===== src/cdo_pkg.sv =====
package cdo_pkg;

    localparam int DAY_IN_W   = 5;
    localparam int MON_W      = 4;
    localparam int YEAR_IN_W  = 14;
    localparam int OFF_W      = 17;
    // working year: start year plus or minus the years one offset can span
    localparam int YEAR_W     = 16;
    localparam int YEAR_LIMIT = 9999;
    localparam int MONTHS     = 12;

    localparam logic [MON_W-1:0] MON_JAN = MON_W'(1);
    localparam logic [MON_W-1:0] MON_DEC = MON_W'(MONTHS);

    typedef struct packed {
        logic load;     // capture a new transaction
        logic step;     // one month of normalization
        logic publish;  // move the finished date to the output register
    } t_dp_cmd;

    typedef struct packed {
        logic need_fwd; // day beyond the current month
        logic need_bwd; // day below 1
    } t_dp_status;

    // days per month, 365-day year
    function automatic logic [DAY_IN_W-1:0] month_len(input logic [MON_W-1:0] m);
        logic [DAY_IN_W-1:0] len;
        unique case (m)
            4'd1, 4'd3, 4'd5, 4'd7, 4'd8, 4'd10, 4'd12: len = 5'd31;
            4'd4, 4'd6, 4'd9, 4'd11:                   len = 5'd30;
            4'd2:                                      len = 5'd28;
            default:                                   len = 5'd0;
        endcase
        return len;
    endfunction

endpackage


===== src/calendar_date_offset_no_leap_top.sv =====
// Date offset unit, fixed 365-day calendar (no leap years).
// Input channel: i_in_valid / o_in_stall carry one transaction of start day,
// month, year and a signed day offset. The offset is clamped to +/-MAX_OFFSET
// and a start month outside 1..12 is clamped to the nearest end.
// Output channel: o_out_valid / i_out_stall carry the resulting date and
// o_range_error, which flags a year that left 0..9999 (result saturated to
// Jan 1 year 0 at the low end, or Dec 31 year 9999 at the high end).
// Sequence: a load, then one month step per month boundary crossed, then
// the move into the output register. The month-step loop in the datapath
// does one subtract and compare per cycle. One transaction is in work at a
// time; o_in_stall is high from acceptance until the result is moved to the
// output register.
// A finished result waits in the output register while i_out_stall is high;
// the next transaction can be accepted and worked meanwhile, and holds in
// its final step until the output register frees up.
// Reset (synchronous, active low) returns the controller to idle and drops
// o_out_valid; datapath payload registers are not reset.
module calendar_date_offset_no_leap_top
    import cdo_pkg::*;
#(
    parameter int MAX_OFFSET = 65535
) (
    input  logic                    i_clk,
    input  logic                    i_rst_n,
    // input channel
    input  logic                    i_in_valid,
    output logic                    o_in_stall,
    input  logic [DAY_IN_W-1:0]     i_start_day,
    input  logic [MON_W-1:0]        i_start_month,
    input  logic [YEAR_IN_W-1:0]    i_start_year,
    input  logic signed [OFF_W-1:0] i_day_offset,
    // output channel
    output logic                    o_out_valid,
    input  logic                    i_out_stall,
    output logic [DAY_IN_W-1:0]     o_result_day,
    output logic [MON_W-1:0]        o_result_month,
    output logic [YEAR_IN_W-1:0]    o_result_year,
    output logic                    o_range_error
);

    // controller <-> datapath
    t_dp_cmd    dp_cmd;
    t_dp_status dp_status;

    // sequencer: idle / run, owns both handshakes
    cdo_ctrl u_ctrl (
        .i_clk       (i_clk),
        .i_rst_n     (i_rst_n),
        .i_in_valid  (i_in_valid),
        .o_in_stall  (o_in_stall),
        .o_out_valid (o_out_valid),
        .i_out_stall (i_out_stall),
        .o_cmd       (dp_cmd),
        .i_status    (dp_status)
    );

    // working date registers, month step unit, output register
    cdo_datapath #(
        .MAX_OFFSET (MAX_OFFSET)
    ) u_datapath (
        .i_clk          (i_clk),
        .i_cmd          (dp_cmd),
        .o_status       (dp_status),
        .i_start_day    (i_start_day),
        .i_start_month  (i_start_month),
        .i_start_year   (i_start_year),
        .i_day_offset   (i_day_offset),
        .o_result_day   (o_result_day),
        .o_result_month (o_result_month),
        .o_result_year  (o_result_year),
        .o_range_error  (o_range_error)
    );

endmodule


===== src/cdo_ctrl.sv =====
module cdo_ctrl
    import cdo_pkg::*;
(
    input  logic       i_clk,
    input  logic       i_rst_n,
    input  logic       i_in_valid,
    output logic       o_in_stall,
    output logic       o_out_valid,
    input  logic       i_out_stall,
    output t_dp_cmd    o_cmd,
    input  t_dp_status i_status
);

    typedef enum logic {
        S_IDLE,
        S_RUN
    } t_state;

    t_state r_state, n_state;
    logic   r_out_valid, n_out_valid;
    logic   out_free;

    assign out_free    = !r_out_valid || !i_out_stall;
    assign o_in_stall  = (r_state != S_IDLE);
    assign o_out_valid = r_out_valid;

    always_comb begin
        n_state     = r_state;
        n_out_valid = r_out_valid && i_out_stall;
        o_cmd       = '0;
        unique case (r_state)
            S_IDLE: begin
                if (i_in_valid) begin
                    o_cmd.load = 1'b1;
                    n_state    = S_RUN;
                end
            end
            S_RUN: begin
                if (i_status.need_fwd || i_status.need_bwd) begin
                    o_cmd.step = 1'b1;
                end else if (out_free) begin
                    o_cmd.publish = 1'b1;
                    n_out_valid   = 1'b1;
                    n_state       = S_IDLE;
                end
            end
            default: n_state = S_IDLE;
        endcase
    end

    always_ff @(posedge i_clk) begin
        if (!i_rst_n) begin
            r_state     <= S_IDLE;
            r_out_valid <= 1'b0;
        end else begin
            r_state     <= n_state;
            r_out_valid <= n_out_valid;
        end
    end

endmodule


===== src/cdo_datapath.sv =====
module cdo_datapath
    import cdo_pkg::*;
#(
    parameter int MAX_OFFSET = 65535
) (
    input  logic                  i_clk,
    input  t_dp_cmd               i_cmd,
    output t_dp_status            o_status,
    input  logic [DAY_IN_W-1:0]   i_start_day,
    input  logic [MON_W-1:0]      i_start_month,
    input  logic [YEAR_IN_W-1:0]  i_start_year,
    input  logic signed [OFF_W-1:0] i_day_offset,
    output logic [DAY_IN_W-1:0]   o_result_day,
    output logic [MON_W-1:0]      o_result_month,
    output logic [YEAR_IN_W-1:0]  o_result_year,
    output logic                  o_range_error
);

    localparam int MAG_W = ($clog2(MAX_OFFSET + 1) > OFF_W) ? $clog2(MAX_OFFSET + 1) : OFF_W;
    localparam int DAY_W = MAG_W + 2;
    localparam logic signed [DAY_W-1:0]  MAX_C   = DAY_W'(MAX_OFFSET);
    localparam logic signed [DAY_W-1:0]  MIN_C   = -MAX_C;
    localparam logic signed [YEAR_W-1:0] YEAR_HI = YEAR_W'(YEAR_LIMIT);

    logic signed [DAY_W-1:0]  r_day;
    logic [MON_W-1:0]         r_month;
    logic signed [YEAR_W-1:0] r_year;

    logic [DAY_IN_W-1:0]      r_res_day;
    logic [MON_W-1:0]         r_res_month;
    logic [YEAR_IN_W-1:0]     r_res_year;
    logic                     r_res_err;

    logic [MON_W-1:0]         mon_clamp;
    logic signed [DAY_W-1:0]  off_ext, off_sat;
    logic [MON_W-1:0]         prev_month;
    logic signed [DAY_W-1:0]  cur_len, prev_len;

    always_comb begin
        if (i_start_month < MON_JAN)      mon_clamp = MON_JAN;
        else if (i_start_month > MON_DEC) mon_clamp = MON_DEC;
        else                              mon_clamp = i_start_month;

        off_ext = DAY_W'(i_day_offset);
        if (off_ext > MAX_C)      off_sat = MAX_C;
        else if (off_ext < MIN_C) off_sat = MIN_C;
        else                      off_sat = off_ext;

        prev_month = (r_month == MON_JAN) ? MON_DEC : r_month - MON_W'(1);
        cur_len    = $signed(DAY_W'(month_len(r_month)));
        prev_len   = $signed(DAY_W'(month_len(prev_month)));
    end

    assign o_status.need_fwd = (r_day > cur_len);
    assign o_status.need_bwd = (r_day < $signed(DAY_W'(1)));

    always_ff @(posedge i_clk) begin
        if (i_cmd.load) begin
            r_day   <= $signed(DAY_W'(i_start_day)) + off_sat;
            r_month <= mon_clamp;
            r_year  <= $signed(YEAR_W'(i_start_year));
        end else if (i_cmd.step) begin
            if (o_status.need_fwd) begin
                r_day <= r_day - cur_len;
                if (r_month == MON_DEC) begin
                    r_month <= MON_JAN;
                    r_year  <= r_year + YEAR_W'(1);
                end else begin
                    r_month <= r_month + MON_W'(1);
                end
            end else begin
                r_day   <= r_day + prev_len;
                r_month <= prev_month;
                if (r_month == MON_JAN) r_year <= r_year - YEAR_W'(1);
            end
        end

        if (i_cmd.publish) begin
            if (r_year[YEAR_W-1]) begin
                r_res_day   <= DAY_IN_W'(1);
                r_res_month <= MON_JAN;
                r_res_year  <= '0;
                r_res_err   <= 1'b1;
            end else if (r_year > YEAR_HI) begin
                r_res_day   <= DAY_IN_W'(31);
                r_res_month <= MON_DEC;
                r_res_year  <= YEAR_IN_W'(YEAR_LIMIT);
                r_res_err   <= 1'b1;
            end else begin
                r_res_day   <= r_day[DAY_IN_W-1:0];
                r_res_month <= r_month;
                r_res_year  <= r_year[YEAR_IN_W-1:0];
                r_res_err   <= 1'b0;
            end
        end
    end

    assign o_result_day   = r_res_day;
    assign o_result_month = r_res_month;
    assign o_result_year  = r_res_year;
    assign o_range_error  = r_res_err;

endmodule


===== config.mk =====
export PLATFORM = sky130hd
export DESIGN_NAME = calendar_date_offset_no_leap_top
export DESIGN_NICKNAME = d
export VERILOG_FILES = /design/src/cdo_pkg.sv /design/src/calendar_date_offset_no_leap_top.sv /design/src/cdo_ctrl.sv /design/src/cdo_datapath.sv
export SDC_FILE = /design/constraint.sdc
export NUM_CORES = 1
export LEC_CHECK = 0
export BUFFER_PORTS_ARGS = -buffer_cell sky130_fd_sc_hd__buf_2
export CAP_MARGIN = 10
export CORE_ASPECT_RATIO = 2
export CORE_MARGIN = 1
export CORE_UTILIZATION = 53
export DETAILED_ROUTE_END_ITERATION = 8
export PLACE_DENSITY = 0.76
export SYNTH_ARGS = -nofsm -noshare
export SYNTH_HDL_FRONTEND = slang
export SYNTH_SLANG_ARGS = --single-unit

===== constraint.sdc =====
create_clock -name i_clk -period 3.8 [get_ports i_clk]
set_input_delay 0.95 -clock i_clk [delete_from_list [all_inputs] [get_ports i_clk]]
set_output_delay 0.95 -clock i_clk [all_outputs]
set_load 0.05 [all_outputs]

==> results of run 1 <==
## critical path: stages, from the launching register on
cell and delay [ns]:
edfxtp_1 0.38, or4_4 0.59, and4bb_1 0.33, a21oi_2 0.09, o21ai_2 0.08, buf_6 0.16
ha_4 0.20, a211oi_2 0.23, nor2_1 0.08, or4_4 0.47, a311oi_4 0.37, o31ai_2 0.11
xnor2_1 0.15, or3_1 0.31, a21oi_1 0.14
## sequential cells by signal (all words and copies together), names as in the netlist
signal,cells
u_datapath.r_month,4
u_ctrl.o_out_valid,1
u_ctrl.o_in_stall,1
u_datapath.o_range_error,1
u_datapath.r_day,19
u_datapath.o_result_year,14
u_datapath.o_result_day,5
u_datapath.cur_len,3
u_datapath.o_result_month,4
u_datapath.r_year,16
## metal layers
metal | vias to the layer above | GRT usage | routed length [um]
met5 | - | 0 | 0
met4 | 0 | 0.220 | 995
met3 | 73 | 0.0372 | 522
met2 | 198 | 0.581 | 8250
met1 | 2315 | 0.249 | 4630
li1 | 2345 | - | -
## cell families after synthesis
group / Yosys count / synth area share
compound gates: 161 / 0.198
xor+xnor: 43 / 0.0736
fa+ha+maj: 38 / 0.0989
buf+inv: 47 / 0.0357
flops: 68 / 0.386
mux: 7 / 0.0139
simple gates: 198 / 0.195
## where the power goes
group          switching [mW]  total (mW)  leakage, nW  internal (mW)
Sequential              0.151        1.19        0.641           1.04
Combinational            1.27        2.36         1.93           1.09
Clock                   0.311       0.886        0.151          0.575
Total                    1.74        4.43         2.72           2.70
## metrics by stage
step	power, mW	setup slack [ns]	setup TNS [ns]	cells	util
CTS	4.24	0.000238	0	802	0.689
global placement	3.21	-0.169	-0.861	785	0.652
finish	4.43	0.0485	0	804	0.703
floorplan	2.58	-0.0583	-0.0583	562	-
detailed placement	3.29	-0.215	-1.56	785	0.652
global route	4.70	-0.100	-0.161	804	0.703
## cell type report
type / instances / area, sq um / area share
multi-input combinational: 447 / 3180 / 0.481
clock inverter: 4 / 73.8 / 0.0112
inverter: 25 / 93.8 / 0.0142
timing repair buffer: 144 / 916 / 0.139
sequential: 68 / 1970 / 0.299
clock buffer: 12 / 236 / 0.0358
tap: 104 / 130 / 0.0197
## cells in the final DEF (no fill, tap or decap), drive strengths merged, types with 8 or more instances in the layout
| cell type | netlist | final |
|---|---|---|
| edfxtp | 61 | 61 |
| xor2 | 22 | 22 |
| o21a | 8 | 8 |
| nand2b | 8 | 8 |
| a21o | 11 | 11 |
| nor4 | 11 | 11 |
| a21oi | 51 | 51 |
| xnor2 | 21 | 21 |
| o21ai | 37 | 37 |
| nor3 | 18 | 18 |
| nand2 | 38 | 38 |
| a31oi | 8 | 8 |
| inv | 25 | 25 |
| ha | 34 | 34 |
| nand3 | 11 | 11 |
| buf | 3 | 144 |
| and2 | 9 | 9 |
| clkbuf | 19 | 12 |
| nor2 | 59 | 59 |
| nor2b | 13 | 13 |
## repair_timing
item	CTS	global route
setup endpoints to repair	5	20
buffers inserted	1	2
gates resized for setup	6	25
pin swaps	1	8
## how the worst max path moves through the flow
stage,from,to,slack [ns],cells past startpoint
CTS,u_datapath.cur_len[3],u_datapath.r_year[15],0.0002,16
global route,u_datapath.r_day[12],u_datapath.r_year[15],-0.10,14
detailed placement,i_day_offset[4],u_datapath.r_day[16],-0.21,15
global placement,i_day_offset[4],u_datapath.r_day[16],-0.17,15
floorplan,u_datapath.r_day[12],u_datapath.r_year[15],-0.06,16
finish,u_datapath.r_day[12],u_datapath.r_year[15],0.05,14
==> impl_metrics.json, run 1 <==
{
  "status": "finished, final reports clean",
  "synthCells": 562,
  "slew_violations": 0,
  "period_share": 0.987,
  "wl_um": 14400,
  "rsz0062_at_grt": "true",
  "numPortBuffers": 69,
  "cts_made_buffers": 9,
  "startpoint_type": "flip-flop",
  "drtIter0Drc": 190,
  "synth_common_cells": "61 x edfxtp_1, 59 x nor2_1, 50 x a21oi_1",
  "overflow": 0,
  "leakage_nw": 2.72,
  "ant_nets": 0,
  "gp_congestion": 0.873,
  "rows": 50,
  "synth_top_cell_by_area": "edfxtp_1",
  "hold_slack_ns": 0.512,
  "max_freq_ghz": 0.267,
  "synth-warning-count": 0,
  "grt_use_total": 0.292,
  "r2r_cells": 14,
  "powerDensity_nw_per_um2": 672,
  "yosysMostFrequentCell": "edfxtp_1",
  "grt_pass1_vias": 5089,
  "initial_core_util": 0.545,
  "hold_depth": 2,
  "r2r_slack_ns": 0.05,
  "worstHoldStart": "u_ctrl.o_out_valid",
  "end_kind": "flip-flop",
  "dr.pass1.iters": 5,
  "tritoncts": "done",
  "synthesis.nets": 644,
  "ys_seq_area_frac": 0.386,
  "ctsHoldBuffers": 0,
  "synthArstFlopShare": 0,
  "detail_route.wl_per_cell_um": 17.9,
  "r2r-end": "u_datapath.r_year[15]",
  "clock_path_buffers": 2,
  "grt_max_degree": 29,
  "dp_hpwl_um": 10800,
  "synth_cell_types": 60,
  "insertion_delay_ns": 0.33,
  "setup_viol": 0,
  "stdcell_area_sq_um": 6600,
  "required_ns": 4.06,
  "ys_seq_elements": 68,
  "cts_sinks": 68,
  "worstMarginPinSlew_ns": 0.706,
  "placed_area_sq_um": 6120,
  "fp.dieW_um": 71.5,
  "cp_max_fo": 5,
  "viasPerCell": 6.13,
  "grt_first_pass_wirelength_um": 22800,
  "drive_above_1_share": 0.297,
  "final.fill_count": 731,
  "num_vias": 4931,
  "synth_area_sq_um": 5110,
  "num_antenna_cells": 0,
  "maxCapViolations": 0,
  "hold_violations": 0,
  "arrival_ns": 4.02,
  "cts_max_level": 3,
  "maxSlewHeadroom": 0.529,
  "die_h_um": 141,
  "min_delay_worst_endpoint": "u_ctrl.o_out_valid",
  "r2r_start": "u_datapath.r_day[12]",
  "syn_avg_cell_area_sq_um": 9.10,
  "antenna_found_initial": 0,
  "cts_root_buf": "clkbuf_16",
  "die_area_sq_um": 10100,
  "final_nets": 777,
  "synth_flop_cell": "edfxtp_1",
  "clk_pin_slew_ns": 0.06,
  "fin_crit_ns": 3.75,
  "drc": 0,
  "hp-class": "flip-flop to flip-flop",
  "area_growth_pct": 29.0,
  "synth.area.top_cells": "edfxtp_1 36%, ha_1 8.3%, a21oi_1 4.9%",
  "synth_top_area_share": 0.358,
  "finClkSkew_ns": 0.00660,
  "core_area_sq_um": 9380,
  "synth_edf_count": 61,
  "peakVddDrop_mv": 0.320,
  "io_pins": 70,
  "crit_type": "flip-flop to flip-flop"
}
No activity file was read; power rests on OpenSTA's default activity.
==> inputs of run 2 (changes only) <==
- clock period: 3.8 -> 3.1 ns (I/O delays scaled with it)
==> run 2 against run 1 <==
The flow now finishes with violations (setup timing). Sequential power is 22% higher. Final area is 19% higher. Critical path depth is 2 higher. Largest power group unchanged.
==> impl_metrics.json, run 2 (same netlist as run 1, synthesis figures left out) <==
{
  "io_pins": 70,
  "ant_nets": 0,
  "crit_path_top_delay_cell": "or4_1",
  "clock_path_buffers": 2,
  "end_kind": "flip-flop",
  "rows": 50,
  "placed_area_sq_um": 6710,
  "crit_path_start": "u_datapath.r_day[0]",
  "num_vias": 6057,
  "fin_crit_ns": 4.14,
  "arrival_ns": 4.42,
  "r2r_start": "u_datapath.r_day[0]",
  "cp_cell_sequence": "inv_1 > ha_1 > nand2_1 > nor4_4 > buf_4 > a21oi_2 > o21ai_2 > buf_6 > buf_6 > ha_1 > or4_1 > o21ai_1 > o31ai_2 > xnor2_1 > or3_1 > a21oi_1",
  "hp-class": "flip-flop to flip-flop",
  "stdcell_area_sq_um": 7870,
  "final_nets": 876,
  "dp_hpwl_um": 12200,
  "cp.depth": 16,
  "gp_congestion": 0.954,
  "grt_use_total": 0.378,
  "hold_depth": 2,
  "p_total_mw": 6.96,
  "hold_slack_ns": 0.512,
  "cts_root_buf": "clkbuf_16",
  "fin_ws_ns": -1.04,
  "grt_max_degree": 29,
  "setup_viol": 46,
  "drc": 0,
  "final_cell_mix": "157 x buf_4, 66 x buf_2, 61 x edfxtp_1, 52 x nor2_1, 37 x nand2_1",
  "critical_path_buf_inv_count": 4,
  "maxSlewHeadroom": 0.460,
  "period_share": 1.34,
  "layout_commonest_cell": "buf_4",
  "startpoint_type": "flip-flop",
  "ctsHoldBuffers": 0,
  "peakVddDrop_mv": 0.498,
  "rsz0062_at_grt": "true",
  "largest-register": "u_datapath.r_day",
  "die_h_um": 141,
  "finClkSkew_ns": 0.0126,
  "dr.pass1.iters": 6,
  "powerDensity_nw_per_um2": 885,
  "wl_um": 21700,
  "die_area_sq_um": 10100,
  "cts_sinks": 68,
  "num_antenna_cells": 0,
  "slew_violations": 0,
  "cts_made_buffers": 9,
  "core_area_sq_um": 9380,
  "numPortBuffers": 69,
  "crit_type": "flip-flop to flip-flop",
  "largest_reg_flops": 19,
  "r2r_cells": 16,
  "fp.dieW_um": 71.5,
  "cts_max_level": 3,
  "required_ns": 3.38,
  "tritoncts": "done",
  "cp-endpoint": "u_datapath.r_year[15]",
  "cpPeakStageDelay_ns": 0.59,
  "area_growth_pct": 53.8,
  "violations": "setup timing",
  "viasPerCell": 6.72,
  "drtIter0Drc": 719,
  "path_delay_family": "simple AND/OR/NAND/NOR gates",
  "clk_pin_slew_ns": 0.06,
  "r2r-end": "u_datapath.r_year[15]",
  "grt_first_pass_wirelength_um": 28600,
  "worstMarginPinSlew_ns": 0.809,
  "overflow": 0,
  "hold_violations": 0,
  "final.fill_count": 471,
  "antenna_found_initial": 0,
  "max_freq_ghz": 0.241,
  "initial_core_util": 0.545,
  "maxCapViolations": 0,
  "grt_pass1_vias": 5851,
  "insertion_delay_ns": 0.36,
  "status": "finished with violations",
  "drive_above_1_share": 0.455,
  "detail_route.wl_per_cell_um": 24.1,
  "leakage_nw": 3.30,
  "cp_max_fo": 24,
  "r2r_slack_ns": -1.04
}
-- run 2: cell types whose count changed in the layout (fill, tap and decap cells not counted), moves of 4 or more --
cell     previous run  this run
o21ai_0            33        23
o21ai_1             3         9
buf_6               2        16
nor2_1             58        52
buf_4              73       157
o21ai_2             1         5
ha_1               27        22
a21oi_1            41        31
ha_4                4        11
a21oi_2            10        18
-- run 2: layer usage --
layer	global-route usage	share of wire	vias up	wire length, um
li1	-	-	2540	-
met1	0.329	0.29	2796	6200
met2	0.710	0.51	496	11100
met3	0.0944	0.091	225	1980
met4	0.289	0.11	0	2400
met5	0	0	-	0
-- run 2: layout make-up --
| type | count | area (sq um) | share of cell area |
|---|---|---|---|
| clock buffers | 9 | 225 | 0.0286 |
| clock inverters | 6 | 65.1 | 0.00827 |
| inverters | 25 | 93.8 | 0.0119 |
| multi-input cells | 447 | 3620 | 0.460 |
| flip-flops and latches | 68 | 1970 | 0.251 |
| well taps | 104 | 130 | 0.0165 |
| repair buffers | 243 | 1760 | 0.224 |
-- run 2: worst min-delay path by stage --
stage	to	startpoint
CTS	u_ctrl.o_out_valid	u_ctrl.o_out_valid
global placement	u_ctrl.o_out_valid	u_ctrl.o_out_valid
floorplan	u_datapath.r_year[14]	u_datapath.r_year[14]
global route	u_ctrl.o_out_valid	u_ctrl.o_out_valid
detailed placement	u_ctrl.o_out_valid	u_ctrl.o_out_valid
finish	u_ctrl.o_out_valid	u_ctrl.o_out_valid
-- run 2: worst register-to-register path, cell delays in order (launching register included) --
cell      delay [ns]
edfxtp_1        0.39
inv_1           0.09
ha_1            0.34
nand2_1         0.11
nor4_4          0.26
buf_4           0.17
a21oi_2         0.08
o21ai_2         0.09
buf_6           0.16
buf_6           0.23
ha_1            0.32
or4_1           0.59
o21ai_1         0.40
o31ai_2         0.17
xnor2_1         0.18
or3_1           0.35
a21oi_1         0.15
-- run 2: per-stage QoR --
stage                     instances  setup WS (ns)  setup TNS (ns)  utilization
after floorplan                 562         -0.758           -7.74            -
after global placement          851         -0.689          -12.35        0.715
after detailed placement        851         -0.765          -14.20        0.715
after CTS                       893         -0.543           -7.15        0.807
after global routing            902          -1.15          -23.66        0.838
final                           902          -1.04          -18.20        0.838
-- run 2: power breakdown --
group | total [mW] | switching (mW) | internal [mW]
combinational | 4.47 | 2.39 | 2.08
sequential | 1.45 | 0.177 | 1.27
clock | 1.04 | 0.426 | 0.618
-- run 2: repair_timing --
| action | 4_1_cts | 5_1_grt |
|---|---|---|
| endpoints found under the setup margin | 31 | 43 |
| setup buffers | 28 | 12 |
| resized for setup | 77 | 42 |
| pin swaps | 44 | 28 |
